`config.mk`:
```
export PLATFORM = sky130hd
export DESIGN_NAME = multicast_udp_flow_classifier
export DESIGN_NICKNAME = d
export VERILOG_FILES = /design/src/rtl/core/mucl_pkg.sv /design/src/rtl/core/mucl_ram.sv /design/src/rtl/core/mucl_parser.sv /design/src/rtl/core/mucl_search.sv /design/src/rtl/core/multicast_udp_flow_classifier.sv
export SDC_FILE = /design/constraint.sdc
export NUM_CORES = 2
export LEC_CHECK = 0
export BUFFER_PORTS_ARGS = -buffer_cell sky130_fd_sc_hd__buf_2
export CAP_MARGIN = 20
export CORE_MARGIN = 3
export CORE_UTILIZATION = 48
export DETAILED_ROUTE_END_ITERATION = 16
export PLACE_DENSITY = 0.74
export SYNTH_ARGS = -nofsm -noshare
export SYNTH_HDL_FRONTEND = slang
export SYNTH_HIERARCHICAL = 1
export SYNTH_SLANG_ARGS = --single-unit
```
`constraint.sdc`:
```
create_clock -name clk -period 11.78 [get_ports clk]
set_input_delay 2.356 -clock clk [delete_from_list [all_inputs] [get_ports clk]]
set_output_delay 2.356 -clock clk [all_outputs]
set_load 0.01 [all_outputs]
```
`src/rtl/core/mucl_pkg.sv`:
```
`timescale 1ns / 1ps
// ----------------------------------------------------------------------------
// mucl_pkg
// Types and constants shared by the multicast UDP flow classifier.
// ----------------------------------------------------------------------------
package mucl_pkg;

    typedef struct packed {
        logic [7:0] hdr_byte;
        logic       byte_last;
    } in_beat_t;

    typedef struct packed {
        logic [2:0]  status;
        logic [3:0]  flow_index;
        logic [19:0] flow_packet_count;
        logic [31:0] src_ip;
        logic [15:0] src_port;
        logic [31:0] dst_ip;
        logic [15:0] dst_port;
        logic [4:0]  flows_in_use;
        logic [19:0] packets_counted;
        logic        limit_reached;
    } out_beat_t;

    typedef struct packed {
        logic [31:0] src_ip;
        logic [15:0] src_port;
        logic [31:0] dst_ip;
        logic [15:0] dst_port;
    } flow_key_t;

    typedef struct packed {
        logic      mc_udp;
        flow_key_t key;
    } hdr_info_t;

    // result status codes
    localparam logic [2:0] ST_NOT_MC  = 3'd0;
    localparam logic [2:0] ST_MATCH   = 3'd1;
    localparam logic [2:0] ST_NEW     = 3'd2;
    localparam logic [2:0] ST_FULL    = 3'd3;
    localparam logic [2:0] ST_IGNORED = 3'd4;

    localparam logic [19:0] PACKET_LIMIT_RST = 20'h10000;

    // header layout
    localparam logic [7:0]  ETH_HDR_LEN    = 8'd14;
    localparam logic [7:0]  IP_MIN_HDR     = 8'd20;
    localparam logic [7:0]  UDP_HDR_LEN    = 8'd8;
    localparam logic [7:0]  MIN_PKT_LEN    = 8'd42;
    localparam logic [7:0]  OFS_ETYPE_HI   = 8'd12;
    localparam logic [7:0]  OFS_ETYPE_LO   = 8'd13;
    localparam logic [7:0]  OFS_IP_VER_IHL = 8'd14;
    localparam logic [7:0]  OFS_IP_PROTO   = 8'd23;
    localparam logic [7:0]  OFS_SRC_IP     = 8'd26;
    localparam logic [7:0]  OFS_DST_IP     = 8'd30;
    localparam logic [7:0]  IP_ADDR_BYTES  = 8'd4;
    localparam logic [7:0]  UDP_PORT_BYTES = 8'd4;

    localparam logic [15:0] ETH_IPV4       = 16'h0800;
    localparam logic [3:0]  IHL_MASK       = 4'hf;
    localparam logic [7:0]  PROTO_UDP      = 8'd17;
    localparam logic [31:0] MC_MASK        = 32'hf000_0000;
    localparam logic [31:0] MC_PREFIX      = 32'he000_0000;

endpackage

```
`src/rtl/core/mucl_ram.sv`:
```
`timescale 1ns / 1ps
// ----------------------------------------------------------------------------
// mucl_ram
// Generic single write port RAM with one registered read port.
// ----------------------------------------------------------------------------
module mucl_ram #(
    parameter int WIDTH = 8,
    parameter int DEPTH = 16
) (
    input  logic                                      clk,
    input  logic                                      wr_en,
    input  logic [((DEPTH > 1) ? $clog2(DEPTH) : 1)-1:0] wr_addr,
    input  logic [WIDTH-1:0]                          wr_data,
    input  logic [((DEPTH > 1) ? $clog2(DEPTH) : 1)-1:0] rd_addr,
    output logic [WIDTH-1:0]                          rd_data
);

    logic [WIDTH-1:0] mem [DEPTH];
    logic [WIDTH-1:0] rd_data_reg;

    always_ff @(posedge clk)
    begin
        if (wr_en)
        begin
            mem[wr_addr] <= wr_data;
        end
        rd_data_reg <= mem[rd_addr];
    end

    assign rd_data = rd_data_reg;

endmodule

```
`src/rtl/core/mucl_parser.sv`:
```
`timescale 1ns / 1ps
// ----------------------------------------------------------------------------
// mucl_parser
// Byte position counter and header field capture; qualifies the packet as
// IPv4 multicast UDP once the last beat is in.
// ----------------------------------------------------------------------------
module mucl_parser #(
    parameter int HEADER_BYTES = 64
) (
    input  logic                clk,
    input  logic                rst_n,
    input  logic                beat_en,
    input  mucl_pkg::in_beat_t  beat,
    output mucl_pkg::hdr_info_t hdr
);
    import mucl_pkg::*;

    localparam int POS_W = $clog2(HEADER_BYTES + 1);

    logic [POS_W-1:0] pos_reg, pos_next, pos_inc;
    logic [POS_W-1:0] len_reg;
    logic [15:0]      etype_reg;
    logic [5:0]       ihl4_reg;
    logic [7:0]       proto_reg;
    logic [31:0]      sip_reg;
    logic [31:0]      dip_reg;
    logic [31:0]      ports_reg;

    logic [7:0] pos8, len8, ihl8, port_base;

    assign pos8      = 8'(pos_reg);
    assign len8      = 8'(len_reg);
    assign ihl8      = {2'b00, ihl4_reg};
    assign port_base = ETH_HDR_LEN + ihl8;

    // counter sticks at HEADER_BYTES; later bytes are dropped
    assign pos_inc  = (pos_reg < POS_W'(HEADER_BYTES)) ? pos_reg + POS_W'(1) : pos_reg;
    assign pos_next = beat.byte_last ? '0 : pos_inc;

    always_ff @(posedge clk or negedge rst_n)
    begin
        if (!rst_n)
        begin
            pos_reg <= '0;
        end
        else if (beat_en)
        begin
            pos_reg <= pos_next;
        end
    end

    always_ff @(posedge clk)
    begin
        if (beat_en)
        begin
            if (beat.byte_last)
            begin
                len_reg <= pos_inc;
            end
            if (pos8 == OFS_ETYPE_HI)
            begin
                etype_reg[15:8] <= beat.hdr_byte;
            end
            if (pos8 == OFS_ETYPE_LO)
            begin
                etype_reg[7:0] <= beat.hdr_byte;
            end
            if (pos8 == OFS_IP_VER_IHL)
            begin
                ihl4_reg <= {beat.hdr_byte[3:0] & IHL_MASK, 2'b00};
            end
            if (pos8 == OFS_IP_PROTO)
            begin
                proto_reg <= beat.hdr_byte;
            end
            if (pos8 >= OFS_SRC_IP && pos8 < OFS_SRC_IP + IP_ADDR_BYTES)
            begin
                sip_reg <= {sip_reg[23:0], beat.hdr_byte};
            end
            if (pos8 >= OFS_DST_IP && pos8 < OFS_DST_IP + IP_ADDR_BYTES)
            begin
                dip_reg <= {dip_reg[23:0], beat.hdr_byte};
            end
            // UDP ports follow the variable-length IP header
            if (pos8 >= port_base && pos8 < port_base + UDP_PORT_BYTES)
            begin
                ports_reg <= {ports_reg[23:0], beat.hdr_byte};
            end
        end
    end

    always_comb
    begin
        hdr.mc_udp = (len8 >= MIN_PKT_LEN) &&
                     (etype_reg == ETH_IPV4) &&
                     (ihl8 >= IP_MIN_HDR) &&
                     (len8 >= port_base + UDP_HDR_LEN) &&
                     (proto_reg == PROTO_UDP) &&
                     ((dip_reg & MC_MASK) == MC_PREFIX);
        hdr.key.src_ip   = sip_reg;
        hdr.key.src_port = ports_reg[31:16];
        hdr.key.dst_ip   = dip_reg;
        hdr.key.dst_port = ports_reg[15:0];
    end

endmodule

```
`src/rtl/core/mucl_search.sv`:
```
`timescale 1ns / 1ps
// ----------------------------------------------------------------------------
// mucl_search
// Flow table sequencer: walks the filled entries through one key comparator,
// then counts, inserts or drops the packet and builds the result.
// ----------------------------------------------------------------------------
module mucl_search #(
    parameter int FLOW_ENTRIES = 16
) (
    input  logic                clk,
    input  logic                rst_n,
    input  logic                start,
    input  mucl_pkg::hdr_info_t hdr,
    input  logic [19:0]         packet_limit,
    input  logic                out_free,
    output logic                busy,
    output logic                res_valid,
    output mucl_pkg::out_beat_t res
);
    import mucl_pkg::*;

    localparam int IDX_W  = (FLOW_ENTRIES > 1) ? $clog2(FLOW_ENTRIES) : 1;
    localparam int FILL_W = $clog2(FLOW_ENTRIES + 1);
    localparam int KEY_W  = $bits(flow_key_t);

    localparam logic [2:0] S_IDLE  = 3'd0;
    localparam logic [2:0] S_CHECK = 3'd1;
    localparam logic [2:0] S_READ  = 3'd2;
    localparam logic [2:0] S_CMP   = 3'd3;
    localparam logic [2:0] S_DONE  = 3'd4;

    logic [2:0]        state_reg, state_next;
    logic [IDX_W-1:0]  j_reg, j_next;
    logic [FILL_W-1:0] fill_reg, fill_next;
    logic [19:0]       total_reg, total_next;
    logic              trunc_reg, trunc_next;
    logic [2:0]        status_reg, status_next;
    logic [IDX_W-1:0]  slot_reg, slot_next;
    logic [19:0]       base_reg, base_next;

    logic [KEY_W-1:0]  key_rd;
    logic [19:0]       cnt_rd;
    logic              key_hit;
    logic              counted;
    logic              commit;
    logic [19:0]       cnt_new;
    logic [19:0]       total_inc;
    logic              table_full;
    logic [FILL_W-1:0] j_plus;
    logic              show_tuple;

    mucl_ram #(
        .WIDTH(KEY_W),
        .DEPTH(FLOW_ENTRIES)
    ) u_key_ram (
        .clk    (clk),
        .wr_en  (commit && (status_reg == ST_NEW)),
        .wr_addr(slot_reg),
        .wr_data(hdr.key),
        .rd_addr(j_reg),
        .rd_data(key_rd)
    );

    mucl_ram #(
        .WIDTH(20),
        .DEPTH(FLOW_ENTRIES)
    ) u_cnt_ram (
        .clk    (clk),
        .wr_en  (commit && counted),
        .wr_addr(slot_reg),
        .wr_data(cnt_new),
        .rd_addr(j_reg),
        .rd_data(cnt_rd)
    );

    // the shared comparator
    assign key_hit    = (key_rd == hdr.key);
    assign table_full = (fill_reg == FILL_W'(FLOW_ENTRIES));
    assign j_plus     = FILL_W'(j_reg) + FILL_W'(1);
    assign counted    = (status_reg == ST_MATCH) || (status_reg == ST_NEW);
    assign commit     = (state_reg == S_DONE) && out_free;
    assign cnt_new    = base_reg + 20'd1;
    assign total_inc  = total_reg + 20'd1;
    assign show_tuple = counted || (status_reg == ST_FULL);

    assign busy      = (state_reg != S_IDLE);
    assign res_valid = commit;

    always_comb
    begin
        state_next  = state_reg;
        j_next      = j_reg;
        fill_next   = fill_reg;
        total_next  = total_reg;
        trunc_next  = trunc_reg;
        status_next = status_reg;
        slot_next   = slot_reg;
        base_next   = base_reg;

        unique case (state_reg)
            S_IDLE:
            begin
                if (start)
                begin
                    state_next = S_CHECK;
                end
            end
            S_CHECK:
            begin
                j_next    = '0;
                slot_next = '0;
                base_next = '0;
                priority if (trunc_reg)
                begin
                    status_next = ST_IGNORED;
                    state_next  = S_DONE;
                end
                else if (!hdr.mc_udp)
                begin
                    status_next = ST_NOT_MC;
                    state_next  = S_DONE;
                end
                else if (fill_reg == '0)
                begin
                    status_next = table_full ? ST_FULL : ST_NEW;
                    slot_next   = table_full ? '0 : fill_reg[IDX_W-1:0];
                    state_next  = S_DONE;
                end
                else
                begin
                    state_next = S_READ;
                end
            end
            S_READ:
            begin
                state_next = S_CMP;
            end
            S_CMP:
            begin
                priority if (key_hit)
                begin
                    status_next = ST_MATCH;
                    slot_next   = j_reg;
                    base_next   = cnt_rd;
                    state_next  = S_DONE;
                end
                else if (j_plus < fill_reg)
                begin
                    j_next     = j_plus[IDX_W-1:0];
                    state_next = S_READ;
                end
                else
                begin
                    status_next = table_full ? ST_FULL : ST_NEW;
                    slot_next   = table_full ? '0 : fill_reg[IDX_W-1:0];
                    state_next  = S_DONE;
                end
            end
            S_DONE:
            begin
                if (out_free)
                begin
                    if (counted)
                    begin
                        total_next = total_inc;
                        if (total_inc >= packet_limit)
                        begin
                            trunc_next = 1'b1;
                        end
                    end
                    if (status_reg == ST_NEW)
                    begin
                        fill_next = fill_reg + FILL_W'(1);
                    end
                    state_next = S_IDLE;
                end
            end
            default:
            begin
                state_next = S_IDLE;
            end
        endcase
    end

    always_comb
    begin
        res.status            = status_reg;
        res.flow_index        = counted ? 4'(slot_reg) : 4'd0;
        res.flow_packet_count = counted ? cnt_new : 20'd0;
        res.src_ip            = show_tuple ? hdr.key.src_ip : 32'd0;
        res.src_port          = show_tuple ? hdr.key.src_port : 16'd0;
        res.dst_ip            = show_tuple ? hdr.key.dst_ip : 32'd0;
        res.dst_port          = show_tuple ? hdr.key.dst_port : 16'd0;
        res.flows_in_use      = 5'(fill_next);
        res.packets_counted   = total_next;
        res.limit_reached     = trunc_next;
    end

    always_ff @(posedge clk or negedge rst_n)
    begin
        if (!rst_n)
        begin
            state_reg <= S_IDLE;
            fill_reg  <= '0;
            total_reg <= '0;
            trunc_reg <= 1'b0;
        end
        else
        begin
            state_reg <= state_next;
            fill_reg  <= fill_next;
            total_reg <= total_next;
            trunc_reg <= trunc_next;
        end
    end

    always_ff @(posedge clk)
    begin
        j_reg      <= j_next;
        status_reg <= status_next;
        slot_reg   <= slot_next;
        base_reg   <= base_next;
    end

endmodule

```
`src/rtl/core/multicast_udp_flow_classifier.sv`:
```
`timescale 1ns / 1ps
// ----------------------------------------------------------------------------
// multicast_udp_flow_classifier
// Classifies captured packet headers as IPv4 multicast UDP and keeps a flow
// table of source and destination address and port with per-flow counts.
// ----------------------------------------------------------------------------
// Usage:
//   in_*  : one captured header byte per beat, byte_last on the final byte.
//           Non-final bytes are taken one per cycle while in_stall is low.
//   out_* : one result beat per packet, after its final byte.
//   cfg_* : writes packet_limit; always ready, write only while idle.
// Search: after the final byte the sequencer steps through S_CHECK,
//   then S_READ and S_CMP for each of the N entries compared (at most
//   the entries in use), then S_DONE; the table walk reads one entry at
//   a time through the registered RAM port and a single key comparator.
//   in_stall stays high during that walk.
// Reset clears the byte counter, fill count, packet total and the
//   truncated flag; the table needs no clearing pass.
// When out_stall holds a result, the next packet's bytes are still taken;
//   its final byte waits in the sequencer until the output register frees.
// ----------------------------------------------------------------------------
module multicast_udp_flow_classifier #(
    parameter int FLOW_ENTRIES = 16,
    parameter int HEADER_BYTES = 64
) (
    input  logic                clk,
    input  logic                rst_n,
    input  logic                in_valid,
    output logic                in_stall,
    input  mucl_pkg::in_beat_t  in_data,
    output logic                out_valid,
    input  logic                out_stall,
    output mucl_pkg::out_beat_t out_data,
    input  logic                cfg_valid,
    output logic                cfg_ready,
    input  logic [19:0]         cfg_data
);
    import mucl_pkg::*;

    logic        beat_en;
    logic        busy;
    logic        res_valid;
    out_beat_t   res;
    hdr_info_t   hdr;
    logic        out_free;
    logic [19:0] limit_reg;
    logic        out_valid_reg;
    out_beat_t   out_data_reg;

    assign in_stall  = busy;
    assign beat_en   = in_valid && !busy;
    assign cfg_ready = 1'b1;
    assign out_free  = !out_valid_reg || !out_stall;

    mucl_parser #(
        .HEADER_BYTES(HEADER_BYTES)
    ) u_parser (
        .clk    (clk),
        .rst_n  (rst_n),
        .beat_en(beat_en),
        .beat   (in_data),
        .hdr    (hdr)
    );

    mucl_search #(
        .FLOW_ENTRIES(FLOW_ENTRIES)
    ) u_search (
        .clk         (clk),
        .rst_n       (rst_n),
        .start       (beat_en && in_data.byte_last),
        .hdr         (hdr),
        .packet_limit(limit_reg),
        .out_free    (out_free),
        .busy        (busy),
        .res_valid   (res_valid),
        .res         (res)
    );

    always_ff @(posedge clk or negedge rst_n)
    begin
        if (!rst_n)
        begin
            limit_reg     <= PACKET_LIMIT_RST;
            out_valid_reg <= 1'b0;
        end
        else
        begin
            if (cfg_valid && cfg_ready)
            begin
                limit_reg <= cfg_data;
            end
            if (res_valid)
            begin
                out_valid_reg <= 1'b1;
            end
            else if (!out_stall)
            begin
                out_valid_reg <= 1'b0;
            end
        end
    end

    always_ff @(posedge clk)
    begin
        if (res_valid)
        begin
            out_data_reg <= res;
        end
    end

    assign out_valid = out_valid_reg;
    assign out_data  = out_data_reg;

endmodule
```
==> implementation parameters <==
Parameter                              Value

Yosys
  Part of the Yosys area used for sequential elements    between 70% and 80%
  Yosys Warn Count    6
  Synth top area share    74.0%
  Most frequent cell after synthesis    edfxtp_1
  Synth Flop Type    edfxtp_1
  Gate Count Post-Synth    between 4000 and 5000
  Commonest cells in the synthesized netlist    2166 x edfxtp_1, 448 x mux4_2, 232 x a22oi_1
  Unique cell type count in the Yosys netlist    76
  Dominant cells by area after synthesis    edfxtp_1 74%, mux4_2 11%, dfxtp_1 2.6%, a22oi_1 2.0%, dfrtp_1 1.6%
  Post-synthesis cell area    87900 µm²
  Synthesized Nets    4182
  Leading area contributor after synthesis    edfxtp_1
  Count of flip-flops with a built-in enable after synthesis    2166
  Share of synthesized flip-flops with an asynchronous set or reset    approximately 2.4%
  Average cell area after synthesis    around 21 µm²
  Synth Register Bits    about 2300

Setup path
  Data arrival, critical path    6200 ps
  Worst path required time    12220 ps
  Cell repeated most along the worst path    buf_4
  Combined buffer and inverter count along the critical path    4
  Worst Path Max Fanout    55
  Critical path class    in2reg
  Family of cells with the greatest summed delay on the critical path    buffers and inverters
  Nature of the critical path endpoint    flip-flop
  Delay of the slowest cell on the worst path    900 ps
  Slowest library cell on the worst path    buf_4
  Critical path, cell by cell    buf_2, nand2_1, nand3_1, nor4b_2, buf_4, or3b_2, nor3_2, buf_4, buf_4
  Category of the worst setup path launch point    primary input

CTS
  CTS root buf    clkbuf_16
  Post-CTS Hold Buffers    0
  Post-cts repair resize count    0
  Clk pin slew, worst setup/hold paths    60 ps
  Clock tree from TritonCTS    built
  Number of sinks on the clock net    2339
  Buffer levels on the longest clock path    3
  Count of H-tree levels built during CTS    4
  Insertion delay of the later-clocked pin in the worst-skew pair    870 ps
  Num CTS Buffers    219
  Postcts setup bufs    0

Timing
  Final count of pins violating max slew    0
  Worst clock skew    60.2 ps
  Final number of hold-violating endpoints    0
  Minimum clock period after layout    5760 ps
  Summed negative setup slack over all endpoints    0 ps
  Maximum operating frequency    0.174 GHz
  Final critical-path share of the clock period    roughly half
  Unrepaired setup endpoints after global routing    false
  Pin slew with the least headroom to its limit    1200 ps
  Setup violation total in the final timing report    0
  Final hold slack    approximately 500 ps
  Max transition margin    20.1%

Status
  Run status    finished, final reports clean

Cells and area
  Area of combinational cells with multiple inputs    18300 µm²
  Area growth, synth to finish    13.4%
  Number of nets in the final layout    4521
  Layout filler cell count    13000
  Count of non-filler cells in the finished layout    around 7000
  Area used by sequential logic in the layout    68800 µm²
  Max FFs per register    1536
  Post-layout instance area    99700 µm²
  Fraction of final layout cells with drive strength greater than 1    25.8%

Place
  Number of I/O port buffers    184
  Placed wire-length estimate after detailed placement    110000 µm
  Post-Place Cell Area    91900 µm²
  Placed cell count    6565
  Global placement routability congestion    ~0.8

Detailed routing
  # DRC    0
  Routed length per instance    roughly 28 µm
  Via count of the routed design    between 40000 and 50000
  Routed WL    197000 µm
  Post-DRT Antenna Nets    0
  Avg Vias per Cell    5.96
  First-iteration detailed-routing DRC count    4921
  Length of the first detailed-routing pass in iterations    6

Pwr
  Internal power    ~13000 µW
  Seq pwr share    53.8%
  Combinational group share of total power    4.6%
  Total power of the final layout    17200 µW
  Pwr Density    around 170 nW/µm²
  Switch share    around a fifth
  Fraction of power consumed by the clock network    a little over two fifths
  Worst ir drop on vdd    0.164 mV
  Pleak    0.0328 µW
  Switching Power    3660 µW

Floorplan
  Die extent in x    approximately 430 µm
  Number of rows in the core area    156
  Overall die height    around 430 µm
  Effective utilization at floorplan    roughly 48%
  Placeable Area    181000 µm²
  # IOs    186
  Die area    188000 µm²

Global routing
  Gr usage total    21.1%
  Initial antenna violation count    9
  GRT overflow    0
  Via count of the first global-routing pass    ~43000
  Global-route wire length before repair    289000 µm
  Maximum number of pins on one net before global-route repair    150

Job
  Number of maximum-capacitance constraint violations    0

Min path
  Hold crit path type    reg2reg
==> metal layers <==
layer  GRT usage [%]  routed length, µm
met3            4.51              17600
met1            28.7              76300
met4            7.52               6860
met5               0                 52
met2            34.0              96300
==> power by group through the flow <==
stage,Clock (µW),Sequential (µW),Combinational [µW]
after floorplan,0,9390,500
after global placement,0,9400,772
after detailed placement,0,9400,786
after CTS,7250,9230,792
after global routing,7590,9240,849
final,7130,9230,787
==> layout by cell type, fill, tap and decap left out, types with 35 or more instances in the layout <==
cell type and count:
clkbuf_1 44, and2_1 128, ha_1 51, clkinv_2 48, dfrtp_1 56, a22oi_1 232, inv_1 46, buf_4 90
dfxtp_1 116, edfxtp_1 2166, mux4_2 448, xor2_1 70, nor2_1 35, nand2_1 154, xnor2_1 82, buf_2 184
clkbuf_16 220
==> worst paths after layout <==
| check | endpoint | from | slack (ps) | depth (start not counted) |
|---|---|---|---|---|
| setup / recovery | u_search/u_key_ram/mem[0][62] | out_stall | 6020 | 9 |
| hold / removal | u_search/total_reg[19] | u_search/total_reg[19] | 510 | 1 |
| setup reg to reg | u_search/u_key_ram/mem[0][62] | u_search/state_reg[1] | 6700 | 8 |
| hold reg to reg | u_search/total_reg[19] | u_search/total_reg[19] | 510 | 1 |
| max in group asynchronous | u_search/fill_reg[3] | rst_n | 9620 | 2 |
| min in group asynchronous | limit_reg[8] | rst_n | 1640 | 2 |
==> per-stage QoR <==
step           setup WS, ps  utilization, %
2_1_floorplan           934               -
3_3_place_gp           4920            50.7
3_5_place_dp           5250            50.7
4_1_cts                6110            54.8
5_1_grt                5900            55.0
6_report               6020            55.0
==> area by class of cell <==
cell class                 instances  share of cell area, %
sequential                      2339                   69.0
multi-input combinational       1528                   18.3
clock buffer                     298                   6.16
tap                             2370                   2.97
timing repair buffer             300                   2.04
clock inverter                   119                   1.34
inverter                          48                  0.188
antenna                            2                0.00502
==> cell families after synthesis <==
logic type	synth area share [%]
compound gates	2.52
xor+xnor	1.69
fa+ha+maj	0.726
buf+inv	1.37
flops	78.2
mux	12.3
other cells	0.00427
simple gates	3.12
Power figures use the tool's default switching activity.
